`src/hdl/bfa_ram.sv`:
```
// Generic single-port-write, single-port-read RAM with registered read data.
module bfa_ram #(
	parameter int WIDTH = 8,
	parameter int DEPTH = 16
) (
	input  logic                     clk,
	input  logic                     we,
	input  logic [$clog2(DEPTH)-1:0] waddr,
	input  logic [WIDTH-1:0]         wdata,
	input  logic                     re,
	input  logic [$clog2(DEPTH)-1:0] raddr,
	output logic [WIDTH-1:0]         rdata
);

	logic [WIDTH-1:0] mem [DEPTH];

	// Write port and registered read port.
	always_ff @(posedge clk) begin
		if (we) begin
			mem[waddr] <= wdata;
		end
		if (re) begin
			rdata <= mem[raddr];
		end
	end

endmodule

```
`config.mk`:
```
export PLATFORM = sky130hd
export DESIGN_NAME = bfa_ram
export DESIGN_NICKNAME = d
export VERILOG_FILES = /design/src/hdl/bfa_ram.sv
export SDC_FILE = /design/constraint.sdc
export NUM_CORES = 1
export LEC_CHECK = 0
export BUFFER_PORTS_ARGS = -buffer_cell sky130_fd_sc_hd__buf_2
export CORE_MARGIN = 4
export CORE_UTILIZATION = 45
export DETAILED_ROUTE_END_ITERATION = 8
export GPL_TIMING_DRIVEN = 0
export REMOVE_ABC_BUFFERS = 1
export SYNTH_ARGS = -nofsm -noshare
export SYNTH_HDL_FRONTEND = slang
export SYNTH_SLANG_ARGS = --single-unit
export TNS_END_PERCENT = 1
```
`constraint.sdc`:
```
create_clock -name clk -period 3.2 [get_ports clk]
set_clock_uncertainty 0.1 [all_clocks]
set_input_delay 0.16 -clock clk [delete_from_list [all_inputs] [get_ports clk]]
set_output_delay 0.16 -clock clk [all_outputs]
set_load 0.01 [all_outputs]
```
==> impl_metrics.csv <==
group,metric,value,unit
critical_path,crit_path_end_kind,"flip-flop",
job,max_cap_violations,0,
cts,cts_tree,"built",
global_route,grt_overflow_total,0,
layout,fillers,918,
logic_synthesis,syn_area_per_cell,22.8,um^2
timing,finalCritPeriodShare,63.6,%
logic_synthesis,seq_area_frac_synth,78.1,%
detailed_routing,wl_per_cell,22.6,um
cts,cts-buffers-inserted,17,
min_path,min_delay_path_depth,1,
layout,fin_nets,284,
logic_synthesis,synth_cell_types,18,
cts,clk_path_buf_depth,2,
timing,finalMaxSlewViolations,0,
floorplan,pin_count,27,
timing,timing.fmax,491,MHz
detailed_routing,drt_iter0_markers,146,
floorplan,initial_utilization,45.8,%
floorplan,die_y,116,um
placed_design,dp_hpwl,5.79,mm
power,ir_drop,0.000276,V
timing,setup_tns,0,ns
global_route,grt_pass1_vias,2402,
power,power_density,676,mW/mm^2
detailed_routing,routed_wl,9.49,mm
critical_path,reg2reg_depth,3,
critical_path,r2r_slack,1.54,ns
outcome,status,"finished clean",
global_route,grt_antenna_before_repair,0,
logic_synthesis,synth_ff_type,"edfxtp_1",
placed_design,io_buffer_count,26,
power,p_leak,2.00,nW
cts,ctsRootBufferMaster,"clkbuf_16",
cts,clock_sinks,136,
detailed_routing,vias,2322,
logic_synthesis,synth_area,0.00523,mm^2
logic_synthesis,synth_edf_count,136,
detailed_routing,via_per_inst,5.53,
power,power,4.10,mW
timing,fin_crit,2.04,ns
layout,seq_area,0.00408,mm^2
cts,clock_latency,0.40,ns
layout,diodes,0,
layout,finalCoreUtilization,53.1,%
logic_synthesis,async_flop_share,0,%
placed_design,gp_congestion,0.699,
layout,multi_input_area,0.00107,mm^2
floorplan,core_area,0.0114,mm^2
logic_synthesis,synth_cells,229,
cts,path_clk_slew,0.06,ns
timing,relSlewSlack,14.5,%
global_route,grt_pass1_wl,14.2,mm
detailed_routing,firstDrtPassIters,4,
cts,htree_levels,4,
critical_path,critPathMaxFanout,32,
floorplan,die_w,116,um
critical_path,critPathArrivalTime,2.06,ns
floorplan,rows,39,
detailed_routing,drc,0,
global_route,grtUsageTotal,15.2,%
layout,drive_above_1_share,27.4,%
timing,hold_viol,0,
logic_synthesis,synth.yosys.warnings,0,
timing,rsz0062_at_grt,"no",
timing,finalSetupViolCount,0,
layout,syn_to_final_growth,15.9,%
timing,tightest_slew,1.27,ns
logic_synthesis,ys_ff_latch,136,
global_route,grt_max_degree,33,
timing,fin_hold_ws,0.0518,ns
detailed_routing,drtAntennaViolNets,0,
floorplan,dieArea,0.0134,mm^2
critical_path,critPathKind,"in2reg",
critical_path,start_kind,"input pin",
min_path,hp-class,"in2reg",
critical_path,critPathRequiredTime,3.23,ns
timing repair:
| action | in CTS | in global routing |
|---|---|---|
| hold buffers | 1 | 0 |
| resized for setup | 0 | 0 |
| setup buffers | 0 | 0 |
| endpoints found under the hold margin | 8 | 0 |
per-layer routing:
| layer | vias to the layer above | global-route usage (%) | part of all wire (%) | routed length (um) |
|---|---|---|---|---|
| li1 | 1053 | - | - | - |
| met1 | 1193 | 20.8 | 43 | 4060 |
| met2 | 72 | 24.0 | 51 | 4850 |
| met3 | 4 | 4.39 | 5.6 | 533 |
| met4 | 0 | 4.64 | 0.50 | 47 |
| met5 | - | 0 | 0 | 0 |
path summary, 6_finish.rpt:
path	start	end
worst max-delay path	raddr[0]	rdata[2]$_DFFE_PP_
worst min-delay path	wdata[1]	mem[15][1]$_DFFE_PP_
worst max register to register	mem[9][2]$_DFFE_PP_	rdata[2]$_DFFE_PP_
worst min register to register	mem[2][4]$_DFFE_PP_	rdata[4]$_DFFE_PP_
per-stage QoR:
step	instances	cell area (um^2)	worst slack, ns
6_report	420	6060	1.16
5_1_grt	420	6060	0.971
4_1_cts	420	6050	1.11
3_5_place_dp	388	5460	0.683
3_3_place_gp	388	5450	0.670
2_1_floorplan	219	5140	1.45
synth_stat cells, types with 2 or more instances:
cell type | count | area [um^2]
a22oi_1 | 16 | 120
buf_2 | 3 | 15.0
buf_6 | 3 | 33.8
clkdlybuf4s25_2 | 3 | 30.0
edfxtp_1 | 136 | 4080
mux4_1 | 14 | 368
mux4_2 | 18 | 405
nand2_1 | 9 | 33.8
nand2b_1 | 2 | 12.5
nand3b_1 | 2 | 15.0
nor2_1 | 13 | 48.8
nor3_1 | 4 | 20.0
layout by cell type (no fill, tap or decap), types with 9 or more instances in the layout:
cell type and n:
nand2_1 9, clkbuf_16 17, a22oi_1 16, nor2_1 13, edfxtp_1 136, mux4_1 14
buf_2 26, mux4_2 18
cell type report:
| class | instances | share of cell area (%) |
|---|---|---|
| Clock inverter | 14 | 2.60 |
| Clock buffer | 17 | 7.02 |
| Timing Repair Buffer | 27 | 2.31 |
| Multi-Input combinational cell | 83 | 17.7 |
| Tap cell | 143 | 2.95 |
| Sequential cell | 136 | 67.4 |
cell families (layout without fill, tap and decap cells):
group / after synthesis / in the layout / share of synthesized area, %
flip-flops: 136 / 136 / 78.1
AND/OR/NAND/NOR: 35 / 35 / 3.14
multiplexers: 32 / 32 / 14.8
AO/OA/AOI/OAI: 16 / 16 / 2.30
buffers and inverters: 10 / 58 / 1.65
flip-flops by register name, indices dropped and copies added, names as in the netlist:
register / cells
rdata: 8
mem: 128
power by group:
group	internal [mW]	switching (mW)
clock network	1.21	0.692
registers	2.01	0.00854
logic	0.0700	0.106
critical path, stage by stage:
cell and delay, ns:
buf_2 0.77, mux4_1 0.65, a22oi_1 0.31, nand2_1 0.14
Power figures use the tool's default switching activity.
