<file path="config.mk">
export PLATFORM = sky130hd
export DESIGN_NAME = bfa_rem
export DESIGN_NICKNAME = d
export VERILOG_FILES = /design/src/hdl/bfa_pkg.sv /design/src/hdl/bfa_rem.sv
export SDC_FILE = /design/constraint.sdc
export NUM_CORES = 1
export LEC_CHECK = 0
export BUFFER_PORTS_ARGS = -buffer_cell sky130_fd_sc_hd__buf_2
export CAP_MARGIN = 20
export CORE_UTILIZATION = 50
export DETAILED_ROUTE_END_ITERATION = 12
export PLACE_DENSITY_LB_ADDON = 0.12
export SLEW_MARGIN = 10
export SYNTH_ARGS = -nofsm -noshare
export SYNTH_HDL_FRONTEND = slang
export SYNTH_SLANG_ARGS = --single-unit
export TNS_END_PERCENT = 1
</file>
<file path="constraint.sdc">
create_clock -name clk -period 2.5 [get_ports clk]
set_clock_uncertainty 0.1 [all_clocks]
set_input_delay 0.25 -clock clk [delete_from_list [all_inputs] [get_ports clk]]
set_output_delay 0.25 -clock clk [all_outputs]
set_load 0.02 [all_outputs]
</file>
<file path="src/hdl/bfa_pkg.sv">
// Shared types and constants for the best-fit buffer reuse allocator.
package bfa_pkg;

	localparam int DEF_MAX_BUFFERS = 64;
	localparam int DEF_POOL_COUNT  = 16;
	localparam int DEF_STEP_BITS   = 16;

	localparam int          SUM_W      = 48;
	localparam logic [47:0] SUM_MAX    = 48'hFFFF_FFFF_FFFF;
	localparam int          ALIGN_W    = 13;
	localparam logic [12:0] ALIGN_RST  = 13'd64;
	localparam int          SIZE_W     = 33;

	typedef struct packed {
		logic [3:0]  pool_id;
		logic [15:0] first_step;
		logic [15:0] last_step;
		logic [31:0] byte_count;
	} in_item_t;

	typedef struct packed {
		logic [5:0]  buffer_number;
		logic        reused;
		logic [3:0]  arena_number;
		logic [47:0] arena_offset;
		logic        table_full;
		logic [47:0] planned_total;
		logic [47:0] naive_total;
	} out_item_t;

	// Request to the remainder unit.
	typedef struct packed {
		logic        start;
		logic [47:0] dividend;
		logic [12:0] divisor;
	} rem_req_t;

	// Saturating add of two 48-bit values.
	function automatic logic [47:0] sat_add(input logic [47:0] a, input logic [47:0] b);
		logic [48:0] s;
		s = {1'b0, a} + {1'b0, b};
		return s[48] ? SUM_MAX : s[47:0];
	endfunction

endpackage

</file>
<file path="src/hdl/bfa_rem.sv">
// Bit-serial remainder unit: 48-bit dividend modulo a 13-bit divisor, one bit per cycle.
module bfa_rem
	import bfa_pkg::*;
(
	input  logic        clk,
	input  logic        arst_n,
	input  rem_req_t    req,
	output logic        busy,
	output logic        done,
	output logic [12:0] rem
);

	logic [47:0] dvd_q;
	logic [12:0] dvs_q;
	logic [12:0] rem_q;
	logic [5:0]  cnt_q;
	logic        busy_q;
	logic        done_q;
	logic [13:0] trial;

	// One restoring step: shift in the next bit and subtract if it fits.
	always_comb begin
		trial = {rem_q, dvd_q[47]};
		if (trial >= {1'b0, dvs_q}) begin
			trial = trial - {1'b0, dvs_q};
		end
	end

	// Sequencer for the 48 steps.
	always_ff @(posedge clk or negedge arst_n) begin
		if (!arst_n) begin
			busy_q <= 1'b0;
			done_q <= 1'b0;
			cnt_q  <= '0;
		end else begin
			done_q <= 1'b0;
			if (req.start) begin
				busy_q <= 1'b1;
				cnt_q  <= '0;
			end else if (busy_q) begin
				cnt_q <= cnt_q + 6'd1;
				if (cnt_q == 6'd47) begin
					busy_q <= 1'b0;
					done_q <= 1'b1;
				end
			end
		end
	end

	// Datapath registers.
	always_ff @(posedge clk) begin
		if (req.start) begin
			dvd_q <= req.dividend;
			dvs_q <= req.divisor;
			rem_q <= '0;
		end else if (busy_q) begin
			dvd_q <= {dvd_q[46:0], 1'b0};
			rem_q <= trial[12:0];
		end
	end

	assign busy = busy_q;
	assign done = done_q;
	assign rem  = rem_q;

	// A result never appears while a division is still running.
	a_done_idle: assert property (@(posedge clk) disable iff (!arst_n) done |-> !busy)
		else $error("remainder done while busy");

endmodule

</file>
==> out/metrics.yaml, run 1 <==
synth_cells: 311
startpoint_type: "flip-flop"
drt_wl_total_mm: 7.50
drive_above_1_share_pct: 39.5
drt_iter0_drc: 149
layout_setup_ws_ns: 0.0192
first_global_vias: 2699
antenna_found_initial: 0
p_comb_share_pct: 37.3
finalMaxSlewViolations: 0
synth_ff_type: "edfxtp_1"
status: "finished clean"
dp.cells: 490
place_area_mm2: 0.00460
fin_area_mm2: 0.00499
grt_max_degree: 49
layout_common_cells: "buf_2, edfxtp_1, mux2_2"
yosys-top-cells-area: "edfxtp_1, mux2_2, dfxtp_1, dfrtp_1, ha_1"
async_flop_share_pct: 9.76
grt.total_usage_pct: 19.0
gp_congestion: 0.767
postSynthAreaPerCell_um2: 13.1
area_growth_pct: 22.7
insertion_delay_ns: 0.35
post-route-util_pct: 63.9
slowest_delay_ns: 0.48
seqPwrFrac_pct: 39.7
cts_buffers: 9
clockBufferDepth: 2
finalPower_mw: 4.58
grt_pass1_wl_mm: 12.5
setup_tns_ns: 0
die_h_um: 92.2
criticalPathCategory: "flip-flop to flip-flop"
numPortBuffers: 78
vdd_drop_max_v: 0.000426
wire_per_inst_um: 14.4
final_hold_viol_count: 0
die-area_mm2: 0.00850
setup_viol_count_final: 0
end_kind: "flip-flop"
slowest_stage: "or4b_1"
p_leak_nw: 2.18
fin_nets: 494
synth_nets: 390
fmax_mhz: 403
netSwitchingPower_mw: 1.54
power.density_mw_per_mm2: 919
vias: 2728
cp_cell_sequence: "ha_2 > fa_2 > nor2b_2 > o2111ai_2 > a21oi_2 > a21oi_4 > or4b_1 > o311ai_0"
fin_hold_ws_ns: 0.0871
post-place-ws_ns: -0.0154
finalCriticalPeriod_ns: 2.48
cp.arrival_ns: 2.62
layout_commonest_cell: "buf_2"
cts_sinks: 82
diodes: 0
ys_types: 48
cts_tree: "done"
worstMarginPinSlew_ns: 0.489
min_path_type: "primary input to flip-flop"
io_pins: 79
clk_pin_slew_ns: 0.09
rsz0062_at_grt: "yes"
avgViaCountPerCell: 5.23
p_int_mw: 3.04
drc: 0
grt_overflow: 0
die_x_um: 92.2
yosys_warnings: 0
synth_edf_count: 61
worstPathRequired_ns: 2.64
fp-row-count: 32
stdcell_count: 522
finalCritPeriodShare_pct: 99.2
antenna_left: 0
yosysTopAreaCell: "edfxtp_1"
switching_share_pct: 33.6
slew_headroom_pct: 67.4
max-cap-violations: 0
htreeDepth: 3
core_mm2: 0.00781
synth_top_area_share_pct: 45.1
netlist_area_mm2: 0.00407
yosysSeqAreaShare_pct: 56.4
synth_seq_cells: 82
dpl.hpwl_mm: 5.22
fillers: 633
start_util_pct: 52.1
dr.pass1.iters: 4
pwr-share-clk_pct: 23.1
root_buffer: "clkbuf_8"
critPathMaxFanout: 7
==> cell usage after synthesis (2+ instances only) <==
master	instances
o31ai_1	3
nand4_1	6
nor3b_1	2
o21ai_0	4
o21a_1	3
a21oi_2	2
nor4_1	2
inv_1	20
edfxtp_1	61
a21oi_1	11
nor2b_1	2
nor3_1	2
dfxtp_1	13
nand4b_1	2
and2_1	2
nand2b_1	2
mux2_2	48
xnor2_1	4
a211oi_1	9
ha_1	14
buf_6	2
xor2_1	8
or3_1	4
a21o_1	3
clkbuf_8	3
nand2_1	13
nor2_1	25
dfrtp_1	8
a311oi_1	2
mux2i_1	7
clkbuf_1	7
==> per-layer routing <==
layer | wire length (µm) | part of all wire (%) | global-route usage (%) | up-vias
met2 | 3590 | 48 | 30.5 | 63
met3 | 338 | 4.5 | 4.48 | 11
met5 | 0 | 0 | 0 | -
met1 | 3450 | 46 | 24.6 | 1291
met4 | 115 | 1.5 | 8.07 | 0
li1 | - | - | - | 1363
==> path summary, 6_finish.rpt <==
kind                                      from                      to  slack [ns]  cells after the start
min reg2reg                rem[6]$_SDFFE_PP0P_     rem[7]$_SDFFE_PP0P_        0.42                      2
max reg2reg                 dvs_q[0]$_DFFE_PP_     rem[1]$_SDFFE_PP0P_        0.02                      8
min                                    req[13]  dvd_q[0]$_SDFFCE_PN0P_        0.09                      2
min in group asynchronous               arst_n          busy$_DFF_PN0_        0.16                      2
max                         dvs_q[0]$_DFFE_PP_     rem[1]$_SDFFE_PP0P_        0.02                      8
max in group asynchronous               arst_n    cnt_q[1]$_DFFE_PN0P_        1.97                      2
==> flip-flops by register name, indices dropped and copies added (netlist names) <==
register / cells
dvs_q: 13
busy: 1
dvd_q: 48
cnt_q: 6
done: 1
rem: 13
==> worst max-delay path: cells and delay by family (launching register included) <==
family	cells	cell delay, ns
compound gates	4	0.63
fa+ha+maj	2	0.61
flops	1	0.40
simple gates	2	0.62
==> cell families (layout without fill, tap and decap cells) <==
group,count (synthesis),count (layout),synth area share (%)
DFF,82,82,56.4
and+or+nand+nor,65,65,7.94
muxes,55,55,15.0
AOI/OAI and AO/OA,49,49,8.83
buffers and inverters,33,142,4.43
adders and majority gates,15,15,4.80
xor gates and xnor gates,12,12,2.59
==> power groups by stage <==
| stage | clock network, mW | logic, mW | registers, mW |
|---|---|---|---|
| after CTS | 1.08 | 1.70 | 1.82 |
| after global routing | 1.14 | 1.88 | 1.85 |
| final | 1.06 | 1.71 | 1.82 |
| after global placement | 0 | 1.65 | 1.85 |
| after floorplan | 0 | 1.11 | 1.95 |
| after detailed placement | 0 | 1.67 | 1.85 |
==> area by class of cell <==
type	count	area, µm²	share of cell area (%)
inverters	20	75.1	1.50
clock inverters	7	92.6	1.86
multi-input cells	196	1610	32.4
well taps	102	128	2.56
flip-flops and latches	82	2290	45.9
repair buffers	106	663	13.3
clock buffers	9	124	2.48
==> repair_timing <==
action / 4_1_cts / 5_1_grt
hold endpoints to repair: 21 / 0
hold buffers: 14 / 0
endpoints found under the setup margin: 3 / 4
pin swaps: 1 / 4
resized for setup: 1 / 5
buffers inserted: 1 / 1
(Power assumes the default switching activity.)
==> run 2: changes to the inputs <==
- ABC_AREA: unset -> 1
- CORE_UTILIZATION: 50 -> 27
- SETUP_SLACK_MARGIN: unset -> 0.3
==> run 2 against run 1 <==
Net effect:
- first-iteration DRC count up 11%
- sequential share of layout area shrank 4.0 points
- combinational power is 15% lower
- hold slack worse by 0.023 ns
- largest power group unchanged
==> out/metrics.yaml, run 2 <==
status: "finished clean"
cts_sinks: 82
die_h_um: 129
cts_tree: "done"
cp_cell_sequence: "ha_1 > nand2_1 > inv_2 > nand2_2 > inv_2 > a21oi_4 > buf_4 > nand4_1 > nand3_1 > nand2_1"
finalMaxSlewViolations: 0
diodes: 0
io_pins: 79
drive_above_1_share_pct: 20.4
postSynthAreaPerCell_um2: 8.27
p_leak_nw: 2.79
end_kind: "flip-flop"
async_flop_share_pct: 9.76
grt_pass1_wl_mm: 17.1
crit_family: "simple AND/OR/NAND/NOR gates"
die-area_mm2: 0.0166
worstMarginPinSlew_ns: 0.731
setup_tns_ns: 0
finalCriticalPeriod_ns: 2.08
finalCritPeriodShare_pct: 83.1
vias: 3490
worstPathRequired_ns: 2.64
drt_iter0_drc: 165
finalPower_mw: 4.67
slowest_delay_ns: 0.43
avgViaCountPerCell: 4.18
synth_edf_count: 61
clockBufferDepth: 2
antenna_found_initial: 0
rsz0062_at_grt: "yes"
die_x_um: 129
clk_pin_slew_ns: 0.06
fin_area_mm2: 0.00546
synth_seq_cells: 82
cts_buffers: 9
synth_ff_type: "edfxtp_1"
layout_common_cells: "nand2_1, buf_2, inv_1, edfxtp_1, nand3_1"
dpl.hpwl_mm: 7.07
largest_reg_flops: 48
wire_per_inst_um: 12.5
vdd_drop_max_v: 0.000474
criticalPathCategory: "flip-flop to flip-flop"
yosysTopAreaCell: "edfxtp_1"
synth_cells: 525
drc: 0
synth_nets: 604
startpoint_type: "flip-flop"
fmax_mhz: 481
synth_top_area_share_pct: 42.2
yosys_warnings: 0
start_util_pct: 28.1
insertion_delay_ns: 0.34
core_mm2: 0.0154
netlist_area_mm2: 0.00434
ys_types: 30
dr.pass1.iters: 4
slew_headroom_pct: 51.2
grt_max_degree: 64
synth.top_cells.by_count: "nand2_1, inv_1, edfxtp_1, nand3_1, nand4_1"
slowest_stage: "dfxtp_1"
grt.total_usage_pct: 13.5
root_buffer: "clkbuf_16"
numPortBuffers: 78
antenna_left: 0
fin_nets: 697
max-cap-violations: 0
cp.arrival_ns: 2.22
critPathMaxFanout: 8
drt_wl_total_mm: 10.4
min_path_type: "primary input to flip-flop"
yosysMostFrequentCell: "nand2_1"
setup_viol_count_final: 0
yosysSeqAreaShare_pct: 52.8
first_global_vias: 3441
yosys-top-cells-area: "edfxtp_1, nand2_1, dfxtp_1, inv_1, dfrtp_1"
htreeDepth: 3
power.density_mw_per_mm2: 855
area_growth_pct: 25.8
layout_commonest_cell: "nand2_1"
fin_hold_ws_ns: 0.0642
top_register: "dvd_q"
crit_buf_inv: 3
gp_congestion: 0.813
place_area_mm2: 0.00498
post-route-util_pct: 35.4
fp-row-count: 45
grt_overflow: 0
final_hold_viol_count: 0
run 2: cell count changes after synthesis, moves of 7 or more:
| cell | delta |
|---|---|
| nor2_1 | -11 |
| inv_2 | +8 |
| nand4_1 | +11 |
| mux2i_1 | -7 |
| mux2_2 | -48 |
| a211oi_1 | -9 |
| nand3_1 | +27 |
| nand2_1 | +231 |
| inv_1 | +42 |
run 2: metrics by stage:
step | setup slack, ns | instances
after floorplan | 0.353 | 525
after global placement | 0.445 | 803
after detailed placement | 0.425 | 803
after CTS | 0.414 | 833
after global routing | 0.262 | 834
final | 0.421 | 834
run 2: report_power, final:
group	internal, mW	total [mW]	switching [mW]
combinational	0.545	1.46	0.916
sequential	1.64	1.76	0.122
clock	0.879	1.45	0.567
run 2: kinds of logic (layout without fill, tap and decap cells):
logic type / Yosys count / count (layout) / synth area share [%]
simple gates: 321 / 322 / 31.7
fa+ha+maj: 15 / 15 / 4.50
xor+xnor: 6 / 6 / 1.21
buf+inv: 88 / 185 / 7.92
compound gates: 13 / 13 / 1.84
flops: 82 / 82 / 52.8
run 2: cell type report:
class | instances | area [µm²]
Sequential cell | 82 | 2290
Inverter | 71 | 270
Timing Repair Buffer | 98 | 588
Tap cell | 211 | 264
Clock inverter | 6 | 88.8
Multi-Input combinational cell | 356 | 1730
Fill cell | 1678 | 9960
Clock buffer | 10 | 229
run 2: path summary, 6_finish.rpt:
check | from | endpoint | slack (ns) | cells past startpoint
max in group asynchronous | arst_n | busy$_DFF_PN0_ | 1.93 | 2
worst min register to register | rem[4]$_SDFFE_PP0P_ | rem[4]$_SDFFE_PP0P_ | 0.40 | 2
worst max register to register | rem[9]$_SDFFE_PP0P_ | rem[9]$_SDFFE_PP0P_ | 0.42 | 10
worst max-delay path | rem[9]$_SDFFE_PP0P_ | rem[9]$_SDFFE_PP0P_ | 0.42 | 10
worst min-delay path | req[13] | dvd_q[0]$_SDFFCE_PN0P_ | 0.06 | 3
min in group asynchronous | arst_n | cnt_q[4]$_DFFE_PN0P_ | 0.20 | 2
run 2: what timing repair did:
action / in CTS / in global routing
hold buffers: 14 / 0
resized for setup: 0 / 2
setup buffers: 0 / 0
setup endpoints to repair: 0 / 12
endpoints found under the hold margin: 21 / 0
run 2: layer usage:
layer,track usage (%),part of all wire (%)
met5,0,0
met4,3.81,1.1
met3,4.49,4.6
met2,21.2,45
met1,17.7,49
run 2: worst min-delay path, cell delays in order:
cell	delay (ns)
buf_2	0.08
nand2_1	0.04
inv_1	0.04
==> run 3: changes to the inputs <==
- ABC_AREA: 1 -> 0
- clock period: 2.5 -> 2 ns (I/O delays scaled with it)
==> run 3 against run 2 <==
Net effect:
- the run now ends with setup timing left
- wire length fell by 14%
- non-clock buffer count rose by 47
- utilization rose by 2.4 points
- global-route usage fell by 1.0 points
- worst setup slack got worse by 0.83 ns
- sequential share of layout area fell by 0.21 points
- critical endpoint is now rem[10]$_SDFFE_PP0P_
==> out/metrics.yaml, run 3 (synthesis gave the netlist of run 1 again) <==
status: "finished, violations left"
violations: "setup timing"
grt_overflow: 0
dpl.hpwl_mm: 6.36
setup_tns_ns: -3.80
criticalPathCategory: "flip-flop to flip-flop"
core_mm2: 0.0146
stdcell_count: 643
area_growth_pct: 35.7
finalMaxSlewViolations: 0
htreeDepth: 3
fin_hold_ws_ns: 0.0494
layout_setup_ws_ns: -0.407
dp.cells: 612
fp-row-count: 44
gp_congestion: 0.778
slew_headroom_pct: 68.7
crit_family: "compound AO/OA/AOI/OAI gates"
grt_pass1_wl_mm: 15.3
finalPower_mw: 6.70
die_h_um: 125
clk_pin_slew_ns: 0.06
min_path_type: "primary input to flip-flop"
cts_sinks: 82
drt_iter0_drc: 116
grt.total_usage_pct: 12.5
wire_per_inst_um: 13.9
die_x_um: 125
fmax_mhz: 415
layout_commonest_cell: "buf_2"
startpoint_type: "flip-flop"
antenna_found_initial: 1
vdd_drop_max_v: 0.000544
cp_cell_sequence: "ha_2 > fa_2 > nor2b_2 > o2111ai_2 > a21oi_2 > a21oi_4 > or3_1 > a311oi_2"
first_global_vias: 3107
layout_common_cells: "buf_2, edfxtp_1, buf_4"
die-area_mm2: 0.0156
drt_wl_total_mm: 8.94
cp.arrival_ns: 2.56
rsz0062_at_grt: "yes"
crit_buf_inv: 0
insertion_delay_ns: 0.34
top_register: "dvd_q"
grt_max_degree: 37
vias: 2862
root_buffer: "clkbuf_16"
dr.pass1.iters: 4
antenna_left: 0
cts_tree: "done"
critPathMaxFanout: 7
largest_reg_flops: 48
fin_nets: 533
worstMarginPinSlew_ns: 0.469
power.density_mw_per_mm2: 1210
fillers: 1440
max-cap-violations: 0
diodes: 0
post-route-util_pct: 37.8
finalCriticalPeriod_ns: 2.41
end_kind: "flip-flop"
drive_above_1_share_pct: 48.8
cts_buffers: 9
final_hold_viol_count: 0
setup_viol_count_final: 13
worstPathRequired_ns: 2.15
drc: 0
avgViaCountPerCell: 4.45
finalCritPeriodShare_pct: 120
slowest_delay_ns: 0.37
slowest_stage: "edfxtp_1"
start_util_pct: 27.9
io_pins: 79
p_leak_nw: 2.41
numPortBuffers: 78
clockBufferDepth: 2
-- run 3: cell types whose count changed in the layout (fill, tap and decap cells not counted), moves of 7 or more --
cell	before	now
nand2_1	244	13
mux2_2	0	48
buf_4	5	52
inv_1	61	18
nand3_1	26	0
nor2_1	13	25
nand4_1	17	6
dfxtp_1	13	4
dfxtp_2	0	9
inv_2	8	1
-- run 3: report_power, final --
group	switching (mW)	internal, mW
Sequential	0.134	2.12
Combinational	1.38	1.51
Clock	0.676	0.876
-- run 3: through the flow --
stage               cell area [µm²]  worst slack, ns
finish                         5520           -0.407
global route                   5520           -0.539
CTS                            5490           -0.444
detailed placement             5050           -0.434
global placement               5050           -0.356
floorplan                      4120           -0.281
-- run 3: worst paths after layout --
path / depth (start not counted) / startpoint / to / slack, ns
max: 8 / dvs_q[0]$_DFFE_PP_ / rem[10]$_SDFFE_PP0P_ / -0.41
min: 2 / req[13] / dvd_q[0]$_SDFFCE_PN0P_ / 0.05
max reg2reg: 8 / dvs_q[0]$_DFFE_PP_ / rem[10]$_SDFFE_PP0P_ / -0.41
min reg2reg: 2 / rem[0]$_SDFFE_PP0P_ / rem[0]$_SDFFE_PP0P_ / 0.44
max in group asynchronous: 2 / arst_n / busy$_DFF_PN0_ / 1.50
min in group asynchronous: 2 / arst_n / cnt_q[0]$_DFFE_PN0P_ / 0.13
-- run 3: repair_timing --
item | 4_1_cts | 5_1_grt
gates resized for setup | 5 | 7
hold buffers | 14 | 0
setup buffers | 1 | 0
pin swaps | 10 | 2
hold endpoints to repair | 21 | 0
endpoints found under the setup margin | 13 | 13
-- run 3: worst register-to-register path, cell delays in order (launching register included) --
cell and delay [ns]:
edfxtp_1 0.37, ha_2 0.19, fa_2 0.37, nor2b_2 0.14
o2111ai_2 0.14, a21oi_2 0.26, a21oi_4 0.13, or3_1 0.38
a311oi_2 0.24
-- run 3: final cells by class --
class                           instances  area, µm²  area share, %
Inverter                               20       78.8           1.43
Multi-Input combinational cell        196       1670           30.3
Sequential cell                        82       2300           41.7
Timing Repair Buffer                  145        956           17.3
Clock buffer                           12        246           4.47
Clock inverter                          4       28.8          0.522
Tap cell                              184        230           4.17
-- run 3: metal layers --
| layer | GRT usage [%] | wire length [µm] | up-vias |
|---|---|---|---|
| met4 | 5.53 | 165 | 2 |
| met2 | 19.5 | 4120 | 67 |
| met1 | 15.7 | 4130 | 1336 |
| li1 | - | - | 1443 |
| met5 | 0 | 10 | - |
| met3 | 3.91 | 510 | 14 |
